### config.mk
export PLATFORM = sky130hd
export DESIGN_NAME = rcd_ram
export DESIGN_NICKNAME = d
export VERILOG_FILES = /design/src/sv/rcd_ram.sv
export SDC_FILE = /design/constraint.sdc
export NUM_CORES = 1
export LEC_CHECK = 0
export ABC_AREA = 1
export ABC_CLOCK_PERIOD_IN_PS = 3200
export BUFFER_PORTS_ARGS = -buffer_cell sky130_fd_sc_hd__buf_2
export CORE_ASPECT_RATIO = 1.25
export CORE_MARGIN = 4
export CORE_UTILIZATION = 65
export DETAILED_ROUTE_END_ITERATION = 12
export PLACE_DENSITY_LB_ADDON = 0.3
export SYNTH_ARGS = -nofsm -noshare
export SYNTH_HDL_FRONTEND = slang
export SYNTH_SLANG_ARGS = --single-unit
### constraint.sdc
create_clock -name clk -period 3.2 [get_ports clk]
set_input_delay 0.64 -clock clk [delete_from_list [all_inputs] [get_ports clk]]
set_output_delay 0.64 -clock clk [all_outputs]
set_load 0.1 [all_outputs]
### src/sv/rcd_ram.sv
// Generic single-write, single-read RAM with registered read data.
// Depends on nothing.
module rcd_ram #(
	parameter int WIDTH = 8,
	parameter int DEPTH = 64
) (
	input  logic                     clk,
	input  logic                     we,
	input  logic [$clog2(DEPTH)-1:0] waddr,
	input  logic [WIDTH-1:0]         wdata,
	input  logic                     re,
	input  logic [$clog2(DEPTH)-1:0] raddr,
	output logic [WIDTH-1:0]         rdata
);

	logic [WIDTH-1:0] mem_q [DEPTH];

	// Write port and registered read port.
	always_ff @(posedge clk) begin
		if (we) begin
			mem_q[waddr] <= wdata;
		end
		if (re) begin
			rdata <= mem_q[raddr];
		end
	end

endmodule
After elaboration in Yosys (flattened, before gate mapping)

Memories as Yosys holds them, arrays and structs flattened. A register that Yosys moved wholly into a read port is not among the register bits.
Index checks and enable logic that the tools add are counted.

Multiplexer cells: 2

Operators with widths:

| kind   | count |
|---|---|
| $mux 1 | 2 |

RAM bits: 512
Output and inout port bits: 8
Bits in registers: 0
Memories kept: 1
Logic and storage cells: 3
Input port bits: 23

Memory list:

| name  | depth | bits a word | read ports | clocked after Yosys merged registers in | write ports | line | RTL |
|---|---|---|---|---|---|---|---|
| mem_q | 64    | 8           | 1          | 1                                       | 1           | 16   | `logic [WIDTH-1:0] mem_q [DEPTH];` |

Logic depth before layout (Yosys ltp)

Depth after elaboration: 2
Mapped depth: 12
Depth with buffers taken out: 9

Least setup slack after synthesis

OpenSTA, ideal clock, no wires.

Path kind: in2reg
Start: in we
End: mem mem_q[48][0] (enable)
Data arrival time: 2.011 ns
Slack: 0.794 ns
Library setup time: 0.395 ns
Buffers on the path: 1
Required time: 2.805 ns
Stages on the path: 3
Cell sequence: clkbuf_1 -> nand4_1 -> nor4_1

Longest elaborated chain between the ends: 2

Ends and longest elaborated chain:

| item                         | line | RTL |
|---|---|---|
| from (decl)                  | 8    | `input logic we,` |
| $mux 1                       | 20   | `if (we) begin` |
| $mux 1 (not written as such) | 21   | `mem_q[waddr] <= wdata;` |
| to (decl)                    | 16   |  |

Every way passes these cells.

Worst setup path after layout

Start: in waddr[0]
End: mem mem_q[56][6] (enable)

RTL lines:

| item        | line | RTL |
|---|---|---|
| from (decl) | 9    | `input logic [$clog2(DEPTH)-1:0] waddr,` |

No word-level cell before the write port.

==> run_results.csv <==
group,metric,value,unit
status,outcome,"complete, no violations",
drt,antenna_left,0,
placed_design,place_hpwl,30800,um
floorplan,num_rows,74,
cts,cts_htree_levels,2,
setup_path,crit_type,"in -> reg",
cts,cts_buffer_depth,3,
floorplan,die_height,211,um
global_route,grtUsageTotal,28.6,%
setup_path,cp-end-kind,"register",
floorplan,die_area,35900,sq um
hold_path,hold_class,"in -> reg",
power_and_ir_drop,leakagePower,8.58,nW
final_layout,layout.cells.most_common_list,"nand2_1 (648), edfxtp_1 (520), nand3_1 (439), buf_4 (80), nor2_1 (56)",
setup_path,required,3.38,ns
sta,post-route-min-period,2.23,ns
setup_path,critPathLaunchType,"input pin",
sta,skew,0.0243,ns
flow_run,maxCapViolCount,0,
setup_path,slowest_delay,0.81,ns
setup_path,path_cells,"buf_2 > inv_1 > nand4_1 > nor2_1",
drt,dr.pass1.iters,7,
yosys,synth_cell_types,15,
cts,cts_buffers,47,
cts,clockRootBuffer,"clkbuf_16",
sta,setup_viol,0,
global_route,antenna_found_initial,1,
power_and_ir_drop,irDropWorstVdd,481,uV
sta,finalHoldViolCount,0,
floorplan,die_x,170,um
yosys,yosysWarningCount,0,
final_layout,syn_to_final_growth,9.69,%
sta,maxSlewHeadroom,46.5,%
setup_path,critPathArrivalTime,2.42,ns
placed_design,portBuffers,30,
setup_path,ff2ff_path_depth,8,
sta,max_freq,448,MHz
yosys,yosysSeqAreaShare,72.9,%
yosys,syn_nets,1828,
global_route,grt_max_degree,124,
setup_path,r2r_end,"rdata[5]$_DFFE_PP_",
cts,cts_hold_buf,0,
setup_path,worstReg2RegStart,"mem_q[51][5]$_DFFE_PP_",
yosys,synth.avg_cell_area,11.9,sq um
cts,cts_setup_buffers,0,
cts,clk_pin_slew,0.07,ns
yosys,syn_inst,1805,
floorplan,core,32600,sq um
floorplan,io_pins,31,
sta,fin_setup_tns,0,ns
drt,finalWirelength,51300,um
global_route,overflow,0,
drt,remaining_drc_errors,0,
cts,cts.sinks,520,
setup_path,ff2ff_setup_slack,1.74,ns
power_and_ir_drop,power,13.5,mW
yosys,synth_top_cells_by_area,"edfxtp_1 (73%), nand2_1 (11%), nand3_1 (10%), buf_6 (1.8%), nor2_1 (0.98%)",
final_layout,finalNetCount,1887,
final_layout,drive_gt1_share,9.60,%
yosys,synth_top_area_share,72.9,%
power_and_ir_drop,power.density,576,nW/um^2
global_route,grt_pass1_wl,78400,um
sta,period_share,69.7,%
yosys,synth_area,21400,sq um
sta,worstMarginPinSlew,0.801,ns
cts,cts_tree,"yes",
drt,vias,14224,
setup_path,crit_path_top_delay_cell,"nor2_1",
yosys,synth.largest_area_cell,"edfxtp_1",
floorplan,start_util,65.7,%
global_route,grt_pass1_vias,13650,
drt,routed_via_density,6.14,
placed_design,gp_congestion,0.930,
final_layout,final_common_cell,"nand2_1",
sta,rsz0062_at_grt,"no",
drt,drt_iter0_drc,2214,
setup_path,worstSetupStartpoint,"waddr[0]",
cts,cts_resized,0,
yosys,ys_ff_latch,520,
sta,slew_viol_final,0,
setup_path,cp_max_fo,9,
setup_path,crit_end,"mem_q[56][6]$_DFFE_PP_",
cts,clock_latency,0.57,ns
drt,wire_per_inst,22.2,um
power breakdown:
group	leakage, nW	internal [mW]	switching [mW]
combinational	3.24	0.232	0.723
sequential	4.69	7.55	0.0204
clock	0.652	2.68	2.32
area by class of cell:
type                            count  area [sq um]
Sequential cell                   520         15600
Fill cell                        2133          9100
Multi-Input combinational cell   1160          4950
Clock buffer                       55          1210
Timing Repair Buffer              123          1030
Tap cell                          418           523
Clock inverter                     26           116
Inverter                           12          52.6
Antenna cell                        1          2.50
flip-flops by register name, summed over array words and instances, names as in the netlist:
| signal | flops |
|---|---|
| rdata | 8 |
| mem_q | 512 |
cell families (layout without fill, tap and decap cells):
family | count (synthesis) | after routing | share of synthesized area [%]
other | 0 | 1 | 0
buffers and inverters | 125 | 216 | 4.01
flip-flops | 520 | 520 | 72.9
AND/OR/NAND/NOR | 1160 | 1160 | 23.1
metrics by stage:
stage | cell area, sq um | hold slack, ns | setup WS (ns) | instances | utilization (%)
CTS | 23500 | 0.424 | 1.09 | 2314 | 72.1
floorplan | 21400 | 0.739 | 0.794 | 1805 | -
global route | 23500 | 0.433 | 0.973 | 2314 | 72.1
global placement | 22200 | 0.875 | 0.557 | 2233 | 68.0
detailed placement | 22200 | 0.878 | 0.519 | 2233 | 68.0
finish | 23500 | 0.444 | 0.968 | 2315 | 72.1
routing by layer:
metal | wire, um | share of wire [%] | track usage (%)
met1 | 18900 | 37 | 38.9
met2 | 25500 | 50 | 46.8
met3 | 4610 | 9.0 | 4.74
met4 | 2310 | 4.5 | 12.0
met5 | 13 | 0.025 | 0
critical path: cells and delay by family:
kind / cells / cell delay, ns
buffers and inverters: 2 / 0.36
and+or+nand+nor: 2 / 1.41
worst min-delay path by stage:
stage,startpoint,to,slack (ns),depth (start not counted)
finish,re,rdata[5]$_DFFE_PP_,0.44,1
global route,re,rdata[1]$_DFFE_PP_,0.43,1
CTS,re,rdata[5]$_DFFE_PP_,0.42,1
detailed placement,mem_q[12][4]$_DFFE_PP_,rdata[4]$_DFFE_PP_,0.88,8
global placement,mem_q[40][7]$_DFFE_PP_,rdata[7]$_DFFE_PP_,0.88,8
floorplan,wdata[0],mem_q[0][0]$_DFFE_PP_,0.74,0
Yosys cell counts, drive strengths merged:
cell type and count:
inv 12, nor2 56, buf 98, nor4 8, nand3 439, clkbuf 15, nand4 9, nand2 648
edfxtp 520
(Power assumes the default switching activity.)
